==> src/hdl/shfp_pkg.sv <==
package shfp_pkg;

  localparam logic [7:0] TERM_BYTE = 8'h3e;
  localparam logic [7:0] SYNC_BYTE = 8'h55;
  localparam int HDR_BYTES = 4;

  typedef enum logic [1:0] {
    ST_IDLE,
    ST_RUN,
    ST_LOAD
  } state_t;

endpackage

==> src/hdl/shfp_if.sv <==
interface shfp_in_if;
  logic       valid;
  logic       ready;
  logic [7:0] rx_byte;

  modport source (output valid, output rx_byte, input ready);
  modport sink (input valid, input rx_byte, output ready);
endinterface

interface shfp_out_if;
  logic       valid;
  logic       ready;
  logic [7:0] frame_type;
  logic [5:0] frame_len;
  logic [7:0] payload_byte;
  logic [5:0] payload_pos;
  logic       payload_valid;
  logic       last;
  logic       len_clamped;

  modport source (output valid, output frame_type, output frame_len, output payload_byte,
                  output payload_pos, output payload_valid, output last,
                  output len_clamped, input ready);
  modport sink (input valid, input frame_type, input frame_len, input payload_byte,
                input payload_pos, input payload_valid, input last, input len_clamped,
                output ready);
endinterface

==> src/hdl/sync_header_frame_parser_unit.sv <==
// An ordinary byte is written to the frame store; a terminator after a valid sync header
// starts a run, whose first word is registered once the output register is free.
// Throughput: one byte per cycle while a frame is being collected; each result word
// of a run passes through the run and load states, with a registered read of the frame store.
// Reset: synchronous, active low; it empties the frame and clears the output valid flag.
// The frame store itself is not cleared.
module sync_header_frame_parser_unit #(
  parameter int STORE_DEPTH = 64
) (
  input logic         clk,
  input logic         rst_n,
  shfp_in_if.sink     in_ch,
  shfp_out_if.source  out_ch
);
  import shfp_pkg::*;

  localparam int AW  = $clog2(STORE_DEPTH);
  localparam int FW  = $clog2(STORE_DEPTH + 1);
  localparam int CAP = STORE_DEPTH - HDR_BYTES;

  logic [7:0] mem [STORE_DEPTH];
  logic [7:0] rd_q;

  state_t          state_r, state_nxt;
  logic [FW-1:0]   fill_r, fill_nxt;
  logic [7:0]      hdr_r [HDR_BYTES];
  logic [AW-1:0]   idx_r, idx_nxt;
  logic [AW-1:0]   len_r, len_nxt;
  logic [7:0]      type_r, type_nxt;
  logic            clamp_r, clamp_nxt;
  logic            pay_ok_r, pay_ok_nxt;

  logic            out_valid_r, out_valid_nxt;
  logic [7:0]      o_type_r, o_byte_r;
  logic [5:0]      o_len_r, o_pos_r;
  logic            o_pv_r, o_last_r, o_clamp_r;

  logic            in_fire, is_term, wr_en, sync_ok, clamp_now, is_last;
  logic [7:0]      hdr_rd [HDR_BYTES];
  logic [AW-1:0]   rd_addr;

  assign in_fire = in_ch.valid && in_ch.ready;
  assign is_term = (in_ch.rx_byte == TERM_BYTE);
  assign wr_en   = in_fire && !is_term && (fill_r < FW'(STORE_DEPTH));
  assign rd_addr = AW'(HDR_BYTES) + idx_r;
  assign is_last = ({1'b0, idx_r} + 1'b1) >= {1'b0, len_r};

  always_comb begin
    for (int k = 0; k < HDR_BYTES; k++) begin
      hdr_rd[k] = (fill_r > FW'(k)) ? hdr_r[k] : 8'h00;
    end
  end

  assign sync_ok   = (hdr_rd[0] == SYNC_BYTE) && (hdr_rd[1] == SYNC_BYTE);
  assign clamp_now = 32'(hdr_rd[3]) > 32'(CAP);

  always_ff @(posedge clk) begin
    if (wr_en) begin
      mem[fill_r[AW-1:0]] <= in_ch.rx_byte;
    end
    rd_q <= mem[rd_addr];
  end

  always_ff @(posedge clk) begin
    for (int k = 0; k < HDR_BYTES; k++) begin
      if (wr_en && (fill_r == FW'(k))) begin
        hdr_r[k] <= in_ch.rx_byte;
      end
    end
  end

  always_comb begin
    state_nxt = state_r;
    case (state_r)
      ST_IDLE: begin
        if (in_fire && is_term && sync_ok) begin
          state_nxt = ST_RUN;
        end
      end
      ST_RUN: begin
        if (!out_valid_r || out_ch.ready) begin
          state_nxt = ST_LOAD;
        end
      end
      ST_LOAD: begin
        state_nxt = is_last ? ST_IDLE : ST_RUN;
      end
      default: state_nxt = ST_IDLE;
    endcase
  end

  always_comb begin
    fill_nxt      = fill_r;
    idx_nxt       = idx_r;
    len_nxt       = len_r;
    type_nxt      = type_r;
    clamp_nxt     = clamp_r;
    pay_ok_nxt    = pay_ok_r;
    out_valid_nxt = out_valid_r && !out_ch.ready;
    case (state_r)
      ST_IDLE: begin
        if (wr_en) begin
          fill_nxt = fill_r + 1'b1;
        end
        if (in_fire && is_term) begin
          if (sync_ok) begin
            type_nxt  = hdr_rd[2];
            clamp_nxt = clamp_now;
            len_nxt   = clamp_now ? AW'(CAP) : hdr_rd[3][AW-1:0];
            idx_nxt   = '0;
          end else begin
            fill_nxt = '0;
          end
        end
      end
      ST_RUN: begin
        pay_ok_nxt = FW'(rd_addr) < fill_r;
      end
      ST_LOAD: begin
        out_valid_nxt = 1'b1;
        idx_nxt       = idx_r + 1'b1;
        if (is_last) begin
          fill_nxt = '0;
        end
      end
      default: ;
    endcase
  end

  always_ff @(posedge clk) begin
    if (!rst_n) begin
      state_r     <= ST_IDLE;
      fill_r      <= '0;
      out_valid_r <= 1'b0;
    end else begin
      state_r     <= state_nxt;
      fill_r      <= fill_nxt;
      out_valid_r <= out_valid_nxt;
    end
    idx_r    <= idx_nxt;
    len_r    <= len_nxt;
    type_r   <= type_nxt;
    clamp_r  <= clamp_nxt;
    pay_ok_r <= pay_ok_nxt;
  end

  always_ff @(posedge clk) begin
    if (state_r == ST_LOAD) begin
      o_type_r  <= type_r;
      o_len_r   <= 6'(len_r);
      o_byte_r  <= (pay_ok_r && (len_r != '0)) ? rd_q : 8'h00;
      o_pos_r   <= 6'(idx_r);
      o_pv_r    <= (len_r != '0);
      o_last_r  <= is_last;
      o_clamp_r <= clamp_r;
    end
  end

  assign in_ch.ready          = (state_r == ST_IDLE);
  assign out_ch.valid         = out_valid_r;
  assign out_ch.frame_type    = o_type_r;
  assign out_ch.frame_len     = o_len_r;
  assign out_ch.payload_byte  = o_byte_r;
  assign out_ch.payload_pos   = o_pos_r;
  assign out_ch.payload_valid = o_pv_r;
  assign out_ch.last          = o_last_r;
  assign out_ch.len_clamped   = o_clamp_r;

endmodule

==> src/flat_wrapper.sv <==
// flat-port wrapper written by rule: the top's interface ports become plain ports
module sync_header_frame_parser_unit_flat import shfp_pkg::*;
#(
  parameter int STORE_DEPTH = 64
)
  (clk, rst_n, in_ch_valid, in_ch_rx_byte, in_ch_ready, out_ch_valid, out_ch_frame_type, out_ch_frame_len, out_ch_payload_byte, out_ch_payload_pos, out_ch_payload_valid, out_ch_last, out_ch_len_clamped, out_ch_ready);
  shfp_in_if in_ch_i ();
  shfp_out_if out_ch_i ();
  input logic clk;
  input logic rst_n;
  input wire logic [$bits(in_ch_i.valid)-1:0] in_ch_valid;
  input wire logic [$bits(in_ch_i.rx_byte)-1:0] in_ch_rx_byte;
  output wire logic [$bits(in_ch_i.ready)-1:0] in_ch_ready;
  output wire logic [$bits(out_ch_i.valid)-1:0] out_ch_valid;
  output wire logic [$bits(out_ch_i.frame_type)-1:0] out_ch_frame_type;
  output wire logic [$bits(out_ch_i.frame_len)-1:0] out_ch_frame_len;
  output wire logic [$bits(out_ch_i.payload_byte)-1:0] out_ch_payload_byte;
  output wire logic [$bits(out_ch_i.payload_pos)-1:0] out_ch_payload_pos;
  output wire logic [$bits(out_ch_i.payload_valid)-1:0] out_ch_payload_valid;
  output wire logic [$bits(out_ch_i.last)-1:0] out_ch_last;
  output wire logic [$bits(out_ch_i.len_clamped)-1:0] out_ch_len_clamped;
  input wire logic [$bits(out_ch_i.ready)-1:0] out_ch_ready;
  assign in_ch_i.valid = in_ch_valid;
  assign in_ch_i.rx_byte = in_ch_rx_byte;
  assign in_ch_ready = in_ch_i.ready;
  assign out_ch_valid = out_ch_i.valid;
  assign out_ch_frame_type = out_ch_i.frame_type;
  assign out_ch_frame_len = out_ch_i.frame_len;
  assign out_ch_payload_byte = out_ch_i.payload_byte;
  assign out_ch_payload_pos = out_ch_i.payload_pos;
  assign out_ch_payload_valid = out_ch_i.payload_valid;
  assign out_ch_last = out_ch_i.last;
  assign out_ch_len_clamped = out_ch_i.len_clamped;
  assign out_ch_i.ready = out_ch_ready;
  sync_header_frame_parser_unit #(.STORE_DEPTH(STORE_DEPTH)) u_core (.clk(clk), .rst_n(rst_n), .in_ch(in_ch_i), .out_ch(out_ch_i));
endmodule
==> config.mk <==
export PLATFORM = sky130hd
export DESIGN_NAME = sync_header_frame_parser_unit_flat
export DESIGN_NICKNAME = d
export VERILOG_FILES = /design/src/hdl/shfp_pkg.sv /design/src/hdl/shfp_if.sv /design/src/hdl/sync_header_frame_parser_unit.sv /design/src/flat_wrapper.sv
export SDC_FILE = /design/constraint.sdc
export NUM_CORES = 1
export LEC_CHECK = 0
export BUFFER_PORTS_ARGS = -buffer_cell sky130_fd_sc_hd__buf_2
export CAP_MARGIN = 10
export CORE_MARGIN = 2
export CORE_UTILIZATION = 56
export CTS_CLUSTER_SIZE = 10
export DETAILED_ROUTE_END_ITERATION = 8
export GPL_TIMING_DRIVEN = 1
export HOLD_SLACK_MARGIN = 0.1
export PLACE_DENSITY = 0.82
export REMOVE_ABC_BUFFERS = 1
export SYNTH_ARGS = -nofsm -noshare
export SYNTH_HDL_FRONTEND = slang
export SYNTH_SLANG_ARGS = --single-unit
==> constraint.sdc <==
create_clock -name clk -period 2.9 [get_ports clk]
set_input_delay 0.435 -clock clk [delete_from_list [all_inputs] [get_ports clk]]
set_output_delay 0.435 -clock clk [all_outputs]
set_load 0.02 [all_outputs]
# Yosys cells after proc, flatten, opt, wreduce, memory -nomap -nowiden
# Memory sizes are Yosys's and may differ from the RTL's. A register that Yosys moved wholly into a read port is not among the register bits.
# Cells that the tools add are included.
[op_classes] eq_ne=13 n_reduce_logical=28 mux=35 magnitude_cmp=8 add_sub_neg=4
[op_table] op="2-to-1 mux 8 bit" count=6
[op_table] op="2-to-1 mux 7 bit" count=4
[op_table] op="OR reduction 8 bit" count=3
[op_table] op="== test 8 x 7 -> 1 bit, second input constant" count=2
[op_table] op="2-to-1 mux 1 bit" count=15
[op_table] op="== test 7 x 2 -> 1 bit, second input constant" count=2
[op_table] op="greater-than comparator 7 x 1 -> 1 bit, second input constant" count=2
[op_table] op="greater-than comparator 7 x 2 -> 1 bit, second input constant" count=2
[op_table] op="case mux 7 bit (2 select lines)" count=1
[op_table] op="logical AND 1 bit" count=12
[op_table] op="2-to-1 mux 6 bit" count=2
[op_table] op="case mux 6 bit (2 select lines)" count=1
[op_table] op="2-to-1 mux 2 bit" count=5
[op_table] op="== test 8 x 6 -> 1 bit, second input constant" count=1
[op_table] op="greater-than comparator 8 x 6 -> 1 bit, second input constant" count=1
[op_table] op="adder 6 x 1 -> 7 bit, second input constant" count=1
[op_table] op="adder 7 x 1 -> 7 bit, second input constant" count=1
[op_table] op="== test 7 x 1 -> 1 bit, second input constant" count=1
[op_table] op="greater-or-equal comparator 7 x 6 -> 1 bit" count=1
[op_table] op="zero test 7 bit" count=1
[op_table] op="less-than comparator 6 x 7 -> 1 bit" count=1
[op_table] op="less-than comparator 7 bit, second input constant" count=1
[op_table] op="adder 3 x 6 -> 6 bit, first input constant" count=1
[op_table] op="adder 6 x 1 -> 6 bit, second input constant" count=1
[op_table] op="other kinds (12)" count=20
[word_totals] ramBits=544 n_memories=2 register_bits=55 word_cells=104
[mem_list] memory="u_core.mem" depth=64 word_bits=8 rd=1 rd_ports_with_merged_regs=1 write_ports=1 line_no="sync_header_frame_parser_unit.sv:21" source="logic [7:0] mem [STORE_DEPTH];"
[mem_list] memory="u_core.hdr_r" depth=4 word_bits=8 rd=4 rd_ports_with_merged_regs=1 write_ports=1 line_no="sync_header_frame_parser_unit.sv:26" source="logic [7:0] hdr_r [HDR_BYTES];"

# Depth between registers and ports, before layout
# Gate-level depths: netlist (run 1).
[depth] word_depth=11 mapped_depth=13

# Worst setup path after synthesis (run 1)
# OpenSTA, ideal clock, no wires.
[synth_timing] path_kind="register -> register" start="register u_core.idx_r[1]" end="register u_core.fill_r[1]" setup_time_ns=0.070 arrival_time_ns=2.649 slack_ns=0.181 stages_incl_launch_ff=14 t_required_ns=2.830 path_cell_list="edfxtp_1 -> buf_2 -> buf_2 -> buf_2 -> nand2_1 -> nor2_1 -> xor2_1 -> ha_1 -> inv_1 -> o21ai_0 -> a221oi_1 -> nand2_1 -> o21ai_0 -> o21bai_1"
[synth_via] elab_chain_cells=4
[synth_rtl] item="from (decl)" line_no="sync_header_frame_parser_unit.sv:27" source="logic [AW-1:0] idx_r, idx_nxt;"
[synth_rtl] item="from (signal assigned)" line_no="sync_header_frame_parser_unit.sv:140" source="idx_r <= idx_nxt;"
[synth_rtl] item="adder 6 x 1 -> 7 bit" line_no="sync_header_frame_parser_unit.sv:46" source="assign is_last = ({1'b0, idx_r} + 1'b1) >= {1'b0, len_r};"
[synth_rtl] item="greater-or-equal comparator 7 x 6 -> 1 bit" line_no="sync_header_frame_parser_unit.sv:46"
[synth_rtl] item="inequality test 2 x 1 -> 1 bit (no source line)"
[synth_rtl] item="AND reduction 2 bit (no source line)"
[synth_rtl] item="to (signal assigned)" line_no="sync_header_frame_parser_unit.sv:137" source="fill_r <= fill_nxt;"
[synth_rtl] item="to (decl)" line_no="sync_header_frame_parser_unit.sv:25" source="logic [FW-1:0] fill_r, fill_nxt;"
# No other way between the ends.
# A chain may end at the register's enable or synchronous reset.

# Worst setup path after layout (run 1)
[layout_timing] start="register u_core.idx_r[2]" end="register u_core.rd_q[5], read port of u_core.mem"
[layout_via] elab_chain_cells=1
[layout_rtl] item="adder 3 x 6 -> 6 bit" line_no="sync_header_frame_parser_unit.sv:45" source="assign rd_addr = AW'(HDR_BYTES) + idx_r;"
[layout_rtl] item="to (decl)" line_no="sync_header_frame_parser_unit.sv:22" source="logic [7:0] rd_q;"
# No other way between the ends.

==> key figures, run 1 <==
Yosys
  – Synthesized flop and latch total: 615
  – Top post-synthesis cells by area: edfxtp_1 (75%), mux4_2 (12%), dfxtp_1 (1.5%), nor2_1 (1.4%), ha_1 (0.89%)
  – Mux share of post-synthesis cell area: 12.2%
  – Synth area leader: edfxtp_1
  – Syn Std Cell Area: 23900 um2
  – Post-synthesis sequential area ratio: 76.6%
  – Post-synth EDFFs: 597
  – Warnings from Yosys: 0
  – Number of library cell types mapped by synthesis: 58
  – Cells after Synth: 1180
  – Mean post-synth cell area: 20.2 um2
  – Synth Area in XOR/XNOR: 0.257%
  – Area share of and/or/nand/nor cells after synthesis: 4.33%
  – Synth top area share: 75.1%
  – Adder-Cell Fraction of Synth Area: 0.891%
  – Compound-Gate Fraction of Synth Area: 3.92%
  – Largest family of logic cells by synthesized area: multiplexers
  – Post-synth ARST share: 0%
  – Commonest register cell after synthesis: edfxtp_1

Routing
  – Highest routed metal layer: met4
  – 1st-iter DRT viols: 1778
  – DRC: 0
  – Wire per inst: 28.3 um
  – Drt pass-1 iters: 5
  – WL met2: 26.3 mm
  – Met3 routed WL: 5.16 mm
  – Metal-1 WL: 19.9 mm
  – Via count: 12300
  – Routed wire length: 53.1 mm
  – Routed Antenna Nets: 0
  – Mean number of vias per cell: 6.56

Clocking
  – CTS max path bufs: 3
  – Max H-tree Level: 3
  – Clock sinks: 615
  – Clock root cell: clkbuf_16
  – TritonCTS clock tree: built
  – Post CTS Setup Buffer Count: 0
  – TritonCTS Buffers: 71
  – # hold bufs at CTS: 0
  – Clock transition at path regs: 0.06 ns
  – Cts repair resizes: 0
  – Clk_lat worst skew: 0.59 ns

Global route
  – Global-route wire length before repair: 79.8 mm
  – Total GRT Usage: 24.7%
  – Number of antenna violations at the first check in global routing: 0
  – Grt ovf: 0
  – Vias in the first global route: 12600
  – Largest net degree at the start of global routing: 69

Placed design
  – Post-DP HPWL: 32.0 mm
  – # port buffers: 44
  – Gpl congestion: 0.918
  – Cell Area, Placed: 25100 um2

Worst setup path
  – Sequence of cells on the critical path: ha_1 > buf_12 > nand2b_1 > o22ai_1 > a211oi_1 > a21oi_1 > a221oi_1
  – Crit Path Max Fanout: 19
  – Slowest CP cell: a211oi_1
  – Top delay family on crit path: compound AO/OA/AOI/OAI gates
  – Crit path required time: 3.39 ns
  – Worst Setup End Kind: flip-flop
  – R2R setup slack: 0.07 ns
  – Bufs and invs on worst path: 1
  – Arrival time at the worst endpoint: 3.31 ns
  – Crit path kind: reg -> reg
  – Critical path launch point type: flip-flop
  – Crit-path max cell delay: 0.68 ns

STA
  – Slew Limit Fails: 0
  – Final hold violations: 0
  – Max frequency: 353 MHz
  – Slew @ Worst Pin: 0.866 ns
  – RSZ-0062 raised after global routing: no
  – Slew HR: 42.1%
  – Final clock skew: 0.0291 ns
  – Tcrit/Tclk final: 97.6%
  – Final setup vio count: 0
  – Fin crit period: 2.83 ns

Power
  – Clk network pwr share: 42.3%
  – Worst VDD drop: 0.000386 V
  – Overall Power: 18.4 mW
  – Cell Pwr Density: 681 nW/um2
  – Reg power frac: 54.3%
  – Leak: 8.69 nW
  – Sw frac: 20.2%
  – P_int: 14.7 mW
  – P_sw: 3.72 mW
  – Combinational power share: 3.4%

Layout
  – Most frequent cells in the layout: edfxtp_1 (597), mux4_2 (128), nor2_1 (88)
  – Ratio of cells with drive above 1 in the final layout: 24.9%
  – Most common cell after layout, fill and taps aside: edfxtp_1
  – Design Area, Final: 27000 um2
  – Diode count: 0
  – Area Overhead vs Synth: 13.2%
  – Post-layout net count: 1344
  – Fillcell total: 2647

Floorplan
  – Die Y-Extent: 211 um
  – Placeable core area: 42000 um2
  – Num ports: 45
  – Die W: 211 um
  – Die ar.: 44300 um2
  – Initial Util: 56.8%
  – FP Rows: 75

Job
  – Max Cap Viol: 0

Worst hold path
  – Hold crit path type: in -> reg

Status
  – Outcome: finished, final reports clean
[cell families after synthesis]
logic type / Yosys count
flops: 615
simple gates: 204
mux: 132
compound gates: 129
buf+inv: 76
fa+ha+maj: 17
xor+xnor: 7
[metrics by stage]
step	cells	TNS, ns	hold slack, ns	utilization (%)	setup slack [ns]
2_1_floorplan	1124	-92.98	0.400	-	-4.39
4_1_cts	1878	0	0.221	64.3	0.133
3_5_place_dp	1781	0	0.405	59.6	0.0583
5_1_grt	1878	0	0.263	64.3	0.0364
6_report	1878	0	0.238	64.3	0.0704
3_3_place_gp	1781	0	0.403	59.6	0.137
[per-layer routing]
metal | track usage [%] | vias up
li1 | - | 5112
met1 | 33.8 | 6312
met2 | 40.1 | 782
met3 | 4.75 | 122
met4 | 9.20 | 0
met5 | 0 | -
[cell type report]
| type | instances | area [um2] | share of cell area [%] |
|---|---|---|---|
| Sequential cell | 615 | 18300 | 67.7 |
| Clock buffer | 93 | 1920 | 7.12 |
| Inverter | 20 | 75.1 | 0.278 |
| Timing Repair Buffer | 118 | 855 | 3.16 |
| Multi-Input combinational cell | 489 | 5170 | 19.1 |
| Clock inverter | 4 | 41.3 | 0.153 |
| Tap cell | 539 | 674 | 2.50 |
[synth_stat cells (14+ instances only)]
| library cell | n |
|---|---|
| a211oi_1 | 15 |
| a21oi_1 | 18 |
| a221oi_1 | 22 |
| a22o_1 | 14 |
| and2_1 | 19 |
| buf_2 | 17 |
| clkbuf_1 | 15 |
| dfxtp_1 | 18 |
| edfxtp_1 | 597 |
| ha_1 | 17 |
| inv_1 | 20 |
| mux4_2 | 128 |
| nand2_1 | 17 |
| nand3_1 | 20 |
| nor2_1 | 88 |
| o21ai_0 | 19 |
| o22ai_1 | 16 |
[power groups by stage]
stage	logic [mW]	registers (mW)	clock network (mW)
floorplan	0.279	10.1	0
global placement	0.595	10.2	0
detailed placement	0.616	10.2	0
CTS	0.624	9.99	7.86
global route	0.674	10.0	8.20
finish	0.622	10.0	7.79
[final timing paths]
kind,start,end,cells after the start
worst max-delay path,u_core.idx_r[2],u_core.rd_q[5],7
worst min-delay path,rst_n,u_core.fill_r[6],2
worst max register to register,u_core.idx_r[2],u_core.rd_q[5],7
worst min register to register,u_core.type_r[0],u_core.out_ch.frame_type[0],0
[flip-flops by register name, indices dropped and copies added, names as in the netlist]
signal                       flops
u_core.mem                     512
u_core.idx_r                     6
u_core.type_r                    8
u_core.rd_q                      8
u_core.pay_ok_r                  1
u_core.hdr_r                    32
u_core.clamp_r                   1
u_core.state_r                   2
u_core.out_ch.frame_len          6
u_core.out_ch.valid              1
u_core.out_ch.len_clamped        1
u_core.out_ch.last               1
u_core.len_r                     6
u_core.out_ch.frame_type         8
u_core.out_ch.payload_byte       8
u_core.fill_r                    7
u_core.out_ch.payload_valid      1
u_core.out_ch.payload_pos        6
[worst register-to-register path, cell delays in order, from the launching register on]
cell and delay (ns):
edfxtp_1 0.47, ha_1 0.38, buf_12 0.18, nand2b_1 0.38, o22ai_1 0.17, a211oi_1 0.68
a21oi_1 0.21, a221oi_1 0.28
Note: power is estimated with default switching activity, not from simulation.
==> run 2: changes to the inputs <==
--- a/config.mk
+++ b/config.mk
@@ -14,6 +14,7 @@
 export GPL_TIMING_DRIVEN = 1
 export HOLD_SLACK_MARGIN = 0.1
 export PLACE_DENSITY = 0.82
+export RECOVER_POWER = 100
 export REMOVE_ABC_BUFFERS = 1
 export SYNTH_ARGS = -nofsm -noshare
 export SYNTH_HDL_FRONTEND = slang
==> key figures, run 2 (synthesis results as in run 1) <==
Status
  – Outcome: complete, but fails checks
  – Failing checks: max-capacitance violations, max-slew violations

Layout
  – Ratio of cells with drive above 1 in the final layout: 19.9%
  – Footprint of the multi-input gates: 5150 um2
  – Most frequent cells in the layout: edfxtp_1 (597), mux4_2 (128), nor2_1 (88)
  – Fillcell total: 2702
  – Flip-flop count of the largest register after layout: 512
  – Layout Cells excl Fill: 1878
  – Area Overhead vs Synth: 12.4%
  – Diode count: 0
  – Design Area, Final: 26800 um2
  – Final Util: 63.8%
  – Register area: 18300 um2
  – Most common cell after layout, fill and taps aside: edfxtp_1
  – Post-layout net count: 1344

Worst setup path
  – Worst Setup End Kind: flip-flop
  – R2R setup slack: 0.1 ns
  – Critical path launch point type: flip-flop
  – Arrival time at the worst endpoint: 3.29 ns
  – Crit path kind: reg -> reg
  – Crit Path Max Fanout: 19
  – Crit path required time: 3.38 ns
  – R2R depth: 7

Clocking
  – TritonCTS Buffers: 71
  – Max H-tree Level: 3
  – CTS max path bufs: 3
  – Cts repair resizes: 0
  – # hold bufs at CTS: 0
  – Clock sinks: 615
  – TritonCTS clock tree: built
  – Clock root cell: clkbuf_16
  – Clk_lat worst skew: 0.59 ns
  – Post CTS Setup Buffer Count: 0
  – Clock transition at path regs: 0.06 ns

Routing
  – Wire per inst: 28.3 um
  – Routed wire length: 53.1 mm
  – Mean number of vias per cell: 6.60
  – Routed Antenna Nets: 0
  – DRC: 0
  – Drt pass-1 iters: 6
  – Via count: 12400
  – 1st-iter DRT viols: 1606

Power
  – Worst VDD drop: 0.000382 V
  – Overall Power: 18.4 mW
  – Cell Pwr Density: 685 nW/um2
  – Leak: 8.45 nW

Global route
  – Met3 GRT Util: 4.75%
  – Vias in the first global route: 12600
  – GRT met1 Usage: 33.8%
  – GR Util met2: 40.1%
  – Global route hottest layer: met2
  – Global-route wire length before repair: 79.8 mm
  – Number of antenna violations at the first check in global routing: 0
  – Grt ovf: 0
  – Total GRT Usage: 24.7%
  – Largest net degree at the start of global routing: 69

Floorplan
  – Die Y-Extent: 211 um
  – Die W: 211 um
  – FP Rows: 75
  – Placeable core area: 42000 um2
  – Die ar.: 44300 um2
  – Initial Util: 56.8%
  – Num ports: 45

STA
  – Slew @ Worst Pin: 1.69 ns
  – Final setup vio count: 0
  – Final clock skew: 0.0275 ns
  – Fin crit period: 2.80 ns
  – Final hold violations: 0
  – Max frequency: 357 MHz
  – RSZ-0062 raised after global routing: no
  – Tcrit/Tclk final: 96.7%
  – Slew HR: -12.5%
  – Setup WS post-layout: 0.0958 ns
  – Slew Limit Fails: 414

Placed design
  – Cell Area, Placed: 25100 um2
  – Post-DP HPWL: 32.0 mm
  – Inst Count DP: 1781
  – # port buffers: 44
  – Pre-CTS setup slack: 0.0583 ns
  – Gpl congestion: 0.918

Worst hold path
  – Hold Path Cell Cnt: 2
  – Hold crit path type: in -> reg

Job
  – Max Cap Viol: 7
==> run 2: per-layer routing <==
layer / wire length (um) / vias up
li1: - / 5117
met1: 19800 / 6333
met4: 1850 / 0
met3: 5270 / 132
met5: 0 / -
met2: 26100 / 811
==> run 2: final timing paths <==
kind | startpoint | end
setup / recovery | u_core.idx_r[2] | u_core.rd_q[5]
hold / removal | rst_n | u_core.fill_r[6]
setup reg to reg | u_core.idx_r[2] | u_core.rd_q[5]
hold reg to reg | u_core.type_r[7] | u_core.out_ch.frame_type[7]
==> run 2: final cells by class <==
type	instances	area share, %
Sequential cell	615	68.1
Multi-Input combinational cell	489	19.2
Clock buffer	93	7.17
Timing Repair Buffer	118	2.53
Tap cell	539	2.51
Inverter	20	0.280
Clock inverter	4	0.154
==> run 2: through the flow <==
| step | hold slack, ns | setup TNS (ns) |
|---|---|---|
| 2_1_floorplan | 0.400 | -92.98 |
| 3_3_place_gp | 0.403 | 0 |
| 3_5_place_dp | 0.405 | 0 |
| 4_1_cts | 0.221 | 0 |
| 5_1_grt | 0.263 | 0 |
| 6_report | 0.244 | 0 |
==> run 2: where the power goes <==
part | switching [mW] | internal (mW) | total [mW]
combinational | 0.439 | 0.153 | 0.591
sequential | 0.0789 | 9.93 | 10.0
clock | 3.20 | 4.59 | 7.79
total | 3.72 | 14.7 | 18.4
==> run 2: worst max-delay path: stages, from the launching register on <==
cell	delay, ns
edfxtp_1	0.47
ha_1	0.37
buf_12	0.17
nand2b_1	0.38
o22ai_1	0.18
a211oi_1	0.65
a21oi_1	0.19
a221oi_1	0.27
